## src/rtl/assert_macros.svh

```systemverilog
// Assertion macros shared by the RTL files.
// In synthesis builds every macro expands to nothing.
`ifndef ASSERT_MACROS_SVH
`define ASSERT_MACROS_SVH

`ifndef SYNTHESIS

// Checked property that is switched off while reset is asserted.
`define LSCD_ASSERT(name, clk, rst_n, prop, msg) \
  name: assert property (@(posedge clk) disable iff (!rst_n) prop) else $error(msg);

// Checked property that is also evaluated across reset.
`define LSCD_ASSERT_ALWAYS(name, clk, prop, msg) \
  name: assert property (@(posedge clk) prop) else $error(msg);

`else

`define LSCD_ASSERT(name, clk, rst_n, prop, msg)
`define LSCD_ASSERT_ALWAYS(name, clk, prop, msg)

`endif

`endif

```

## src/rtl/lscd_pkg.sv

```systemverilog
package lscd_pkg;

  // Field widths.
  localparam int DIST_W     = 14;
  localparam int DELTA_W    = 24;
  localparam int HITS_W     = 16;
  localparam int ANGLE_W    = 9;
  localparam int APER_W     = 8;
  localparam int THR_W      = 14;
  localparam int CFG_IDX_W  = 2;
  localparam int CFG_DATA_W = 14;

  // Divisor of the window mean is 2*aperture+1, which fits one bit more than the aperture.
  localparam int DIVR_W         = APER_W + 1;
  // Quotient bits resolved per divider cycle.
  localparam int DIV_RADIX_BITS = 4;

  localparam logic [DELTA_W-1:0] DELTA_MAX = {DELTA_W{1'b1}};
  localparam logic [HITS_W-1:0]  HITS_MAX  = {HITS_W{1'b1}};

  // Configuration register indexes.
  localparam logic [CFG_IDX_W-1:0] REG_APERTURE   = 2'd0;
  localparam logic [CFG_IDX_W-1:0] REG_THRESHOLD  = 2'd1;
  localparam logic [CFG_IDX_W-1:0] REG_ACCUMULATE = 2'd2;

  // Configuration reset values.
  localparam logic [APER_W-1:0] APERTURE_RST   = 8'd45;
  localparam logic [THR_W-1:0]  THRESHOLD_RST  = 14'd100;
  localparam logic              ACCUMULATE_RST = 1'b0;

  // Request kinds.
  localparam logic KIND_POINT     = 1'b0;
  localparam logic KIND_SWEEP_END = 1'b1;

  typedef struct packed {
    logic               kind;
    logic [ANGLE_W-1:0] angle_deg;
    logic [DIST_W-1:0]  distance_mm;
  } in_t;

  typedef struct packed {
    logic [DIST_W-1:0]  point_delta;
    logic [HITS_W-1:0]  hit_count;
    logic [DELTA_W-1:0] mean_delta;
  } out_t;

  // One table entry: reference distance, working distance and change delta.
  typedef struct packed {
    logic [DIST_W-1:0]  ref_mm;
    logic [DIST_W-1:0]  work_mm;
    logic [DELTA_W-1:0] delta;
  } mem_word_t;

  typedef enum logic [2:0] {
    ST_CLEAR,
    ST_IDLE,
    ST_RESCAN,
    ST_SWEEP,
    ST_UPDATE,
    ST_DIV_GO,
    ST_DIV_WAIT,
    ST_DONE
  } state_t;

endpackage

```

## src/rtl/lscd_div.sv

```systemverilog
module lscd_div
  import lscd_pkg::*;
#(
  parameter int SUM_W = 33
) (
  input  logic               clk,
  input  logic               rst_n,
  input  logic               start,
  input  logic [SUM_W-1:0]   dividend,
  input  logic [DIVR_W-1:0]  divisor,
  output logic               done,
  output logic [DELTA_W-1:0] quotient
);

  localparam int DIV_STEPS = (SUM_W + DIV_RADIX_BITS - 1) / DIV_RADIX_BITS;
  localparam int PAD_W     = DIV_STEPS * DIV_RADIX_BITS;
  localparam int CNT_W     = (DIV_STEPS > 1) ? $clog2(DIV_STEPS) : 1;
  localparam logic [CNT_W-1:0] CNT_LAST = CNT_W'(DIV_STEPS - 1);

  logic              busy_r;
  logic              done_r;
  logic [CNT_W-1:0]  cnt_r;
  logic [DIVR_W:0]   rem_r;
  logic [DIVR_W:0]   rem_nxt;
  logic [PAD_W-1:0]  quo_r;
  logic [PAD_W-1:0]  quo_nxt;
  logic [DIVR_W-1:0] dvs_r;

  // Restoring division, several quotient bits per cycle. The dividend shifts out
  // of the top of quo_r while quotient bits shift in at the bottom.
  always_comb begin
    rem_nxt = rem_r;
    quo_nxt = quo_r;
    for (int j = 0; j < DIV_RADIX_BITS; j++) begin
      rem_nxt = {rem_nxt[DIVR_W-1:0], quo_nxt[PAD_W-1]};
      quo_nxt = {quo_nxt[PAD_W-2:0], 1'b0};
      if (rem_nxt >= {1'b0, dvs_r}) begin
        rem_nxt    = rem_nxt - {1'b0, dvs_r};
        quo_nxt[0] = 1'b1;
      end
    end
  end

  // Control: start loads the operands, then DIV_STEPS iterations follow.
  always_ff @(posedge clk) begin
    if (!rst_n) begin
      busy_r <= 1'b0;
      done_r <= 1'b0;
      cnt_r  <= '0;
    end else begin
      done_r <= 1'b0;
      if (start) begin
        busy_r <= 1'b1;
        cnt_r  <= '0;
      end else if (busy_r) begin
        cnt_r <= cnt_r + CNT_W'(1);
        if (cnt_r == CNT_LAST) begin
          busy_r <= 1'b0;
          done_r <= 1'b1;
        end
      end
    end
  end

  // Datapath registers.
  always_ff @(posedge clk) begin
    if (start) begin
      quo_r <= PAD_W'(dividend);
      rem_r <= '0;
      dvs_r <= divisor;
    end else if (busy_r) begin
      quo_r <= quo_nxt;
      rem_r <= rem_nxt;
    end
  end

  // The mean never exceeds the largest delta, so the low bits hold it whole.
  assign done     = done_r;
  assign quotient = quo_r[DELTA_W-1:0];

endmodule
```

## config.mk

```make
export PLATFORM = sky130hd
export DESIGN_NAME = lscd_div
export DESIGN_NICKNAME = d
export VERILOG_FILES = /design/src/rtl/assert_macros.svh /design/src/rtl/lscd_pkg.sv /design/src/rtl/lscd_div.sv
export SDC_FILE = /design/constraint.sdc
export NUM_CORES = 1
export LEC_CHECK = 0
export ABC_CLOCK_PERIOD_IN_PS = 12600
export BUFFER_PORTS_ARGS = -buffer_cell sky130_fd_sc_hd__buf_4
export CAP_MARGIN = 20
export CORE_ASPECT_RATIO = 1.4
export CORE_UTILIZATION = 30
export DETAILED_ROUTE_END_ITERATION = 8
export PLACE_DENSITY = 0.52
export SYNTH_ARGS = -nofsm -noshare
export SYNTH_HDL_FRONTEND = slang
export SYNTH_SLANG_ARGS = --single-unit
```

## constraint.sdc

```tcl
create_clock -name clk -period 12.6 [get_ports clk]
set_input_delay 1.26 -clock clk [delete_from_list [all_inputs] [get_ports clk]]
set_output_delay 1.26 -clock clk [all_outputs]
set_load 0.03 [all_outputs]
```

==> impl_results.md <==
* Vias in the first global route at around 3,400
* Syn Inst Count at ~420
* Fin worst setup slack at approximately 3000 ps
* P&R area growth vs syn at 18.9%
* Post-synth EDFFs at 42
* Initial antenna violation count at 0
* First-pass GRT wire length at 17,500 um
* Die area at 0.0152 sq mm
* Crit-path max FO at 12
* Final Hold Fails at 0
* CTS H-Tree Depth at 3
* Share of cells above drive strength 1 at about 28%
* Final Skew at 7.62 ps
* Top cells by area, synth: edfxtp_1 29%, ha_1 11%, mux2_2 11%
* Remaining Overflow, GRT at 0
* Outcome: finished, final reports clean
* # placed instances at between 600 and 700
* Bufs on Longest Clock Path at 2
* Hold_buf cts at 0
* Critical path's slowest cell: a221o_1
* Final Cycle Share at around 76%
* Nets at around 560
* Clock buffer count from CTS at 9
* Top-area cell type share of the netlist area at between 20% and 30%
* IO Pins at 70
* RSZ-0062 raised after global routing: no
* Max Cap Viol at 0
* Routed wire per std cell at roughly 17 um
* Worst-skew pair later-pin latency at roughly 330 ps
* # Post-CTS Setup Buffers at 0
* Pre-CTS setup slack at slightly above 3000 ps
* Post-layout min period at around 9600 ps
* Top_reg_cell synth: edfxtp_1
* Worst hold path class: reg2reg
* Largest net degree at the start of global routing at 60
* Post-Syn Nets at slightly above 500
* Slew HR at between 40 and 50%
* Placement Rows at 52
* Final HPWL DP at about 9000 um
* DR vias at approximately 3,300
* Core area at 0.0144 sq mm
* # diodes at 0
* CTS Sinks at 60
* Non-filler cells, final at roughly 660
* Yosys top cell by area: edfxtp_1
* Max Slew Vio Count at 0
* Slew of the pin with the lowest slew margin at slightly above 800 ps
* Worst Path Required at ~13,000 ps
* GPL Wtd Cong at around 0.9
* Initial Util at around 31%
* Total GRT Usage at 15.2%
* Ys Warns at 0
* Drc violations at 0
* DRT Wirelength at approximately 11,000 um
* CP Class: reg2reg
* IO Port Bufs at 69
* Largest stage delay on the critical path at ~530 ps
* TritonRoute pass-1 iters at 4
* Detail Route Antenna Nets at 0
* List of most frequent post-synthesis cells: 42 x edfxtp_1, 42 x mux2_2, 38 x ha_1, 38 x nor2_1, 30 x inv_1
* Critical path data arrival time at just under 10,000 ps
* CTS tree: built
* Setup_tns at 0 ps
* Chip width at roughly 100 um
* Netlist cell types at 52
* Synth Cell Area at between 0.004 and 0.005 sq mm
* Vias per Instance at between 4 and 5
* Layout Utilization at approximately 36%
* Startpoint types: flip-flop
* CTS resizes at 0
* Die height at between 100 and 150 um
* Clk slew on worst S/H paths at roughly 60 ps
* Mean area per synthesized cell at 10.4 sq um
* Starting DRT DRC Count at ~110
* Setup Viol. Count Final at 0
* Sequential-to-total area share from yosys stat at a little under two fifths
* CTS Root Cell: clkbuf_16
* Critical Path End Type: flip-flop
* Maximum operating frequency at between 100 and 150 MHz
* Async SR Flop Fraction at 0%
* FF+latch count, synth at 60
==> stage by stage <==
stage / hold WS (ps) / cell area, sq um
2_1_floorplan: 456 / 4410
6_report: 490 / 5250
4_1_cts: 494 / 5250
5_1_grt: 523 / 5250
3_5_place_dp: 478 / 4940
3_3_place_gp: 472 / 4940
==> layer usage <==
layer  GRT usage [%]  part of all wire (%)  vias up
li1                -                     -     1612
met5               0                     0        -
met1            14.9                    38     1521
met3            2.78                   3.5       33
met2            27.7                    52       94
met4            11.6                   6.2        0
==> cells in the final DEF, fill, tap and decap left out, types with 10 or more instances in the layout <==
cell      count
ha_1         38
xor2_1       12
mux2i_1      17
xnor2_1      17
edfxtp_1     42
buf_4        71
dfxtp_1      18
nand2_1      10
inv_1        30
o21ai_0      13
nor2_1       38
mux2_2       42
a21oi_1      19
==> flip-flops by register name (all words and copies together), names as in the netlist <==
name and count:
quo_r 36, rem_r 9, done 1, cnt_r 4, dvs_r 9, busy_r 1
==> critical path, delay by kind of cell (launching register included) <==
family | cells | cell delay [ps]
fa+ha+maj | 5 | 1720
flops | 1 | 430
simple gates | 6 | 1540
mux | 3 | 1200
compound gates | 18 | 4460
buf+inv | 2 | 130
==> worst paths after layout <==
check / startpoint / endpoint / slack, ps / cells past startpoint
max: dvs_r[0]$_DFFE_PP_ / rem_r[6]$_SDFFE_PP0P_ / 2970 / 34
min: quo_r[29]$_DFFE_PP_ / quo_r[33]$_SDFFE_PP0P_ / 490 / 2
max reg2reg: dvs_r[0]$_DFFE_PP_ / rem_r[6]$_SDFFE_PP0P_ / 2970 / 34
min reg2reg: quo_r[29]$_DFFE_PP_ / quo_r[33]$_SDFFE_PP0P_ / 490 / 2
==> cells by family (layout without fill, tap and decap cells) <==
| logic type | count (synthesis) | in the layout | share of synthesized area [%] |
|---|---|---|---|
| adders and majority gates | 42 | 42 | 12.6 |
| DFF | 60 | 60 | 36.8 |
| and+or+nand+nor | 87 | 87 | 9.53 |
| xor gates and xnor gates | 29 | 29 | 5.76 |
| AOI/OAI and AO/OA | 80 | 80 | 12.8 |
| muxes | 59 | 59 | 14.6 |
| buffers and inverters | 66 | 117 | 8.00 |
==> layout make-up <==
| type | count | area (sq um) |
|---|---|---|
| sequential | 60 | 1620 |
| inverter | 30 | 113 |
| timing repair buffer | 71 | 533 |
| clock inverter | 4 | 48.8 |
| tap | 189 | 236 |
| clock buffer | 12 | 256 |
| fill | 1418 | 9130 |
| multi-input combinational | 297 | 2440 |
Power is left out: the tool's default activity adds up to more than one toggle a clock period on the data nets, which glitch-free logic cannot reach.
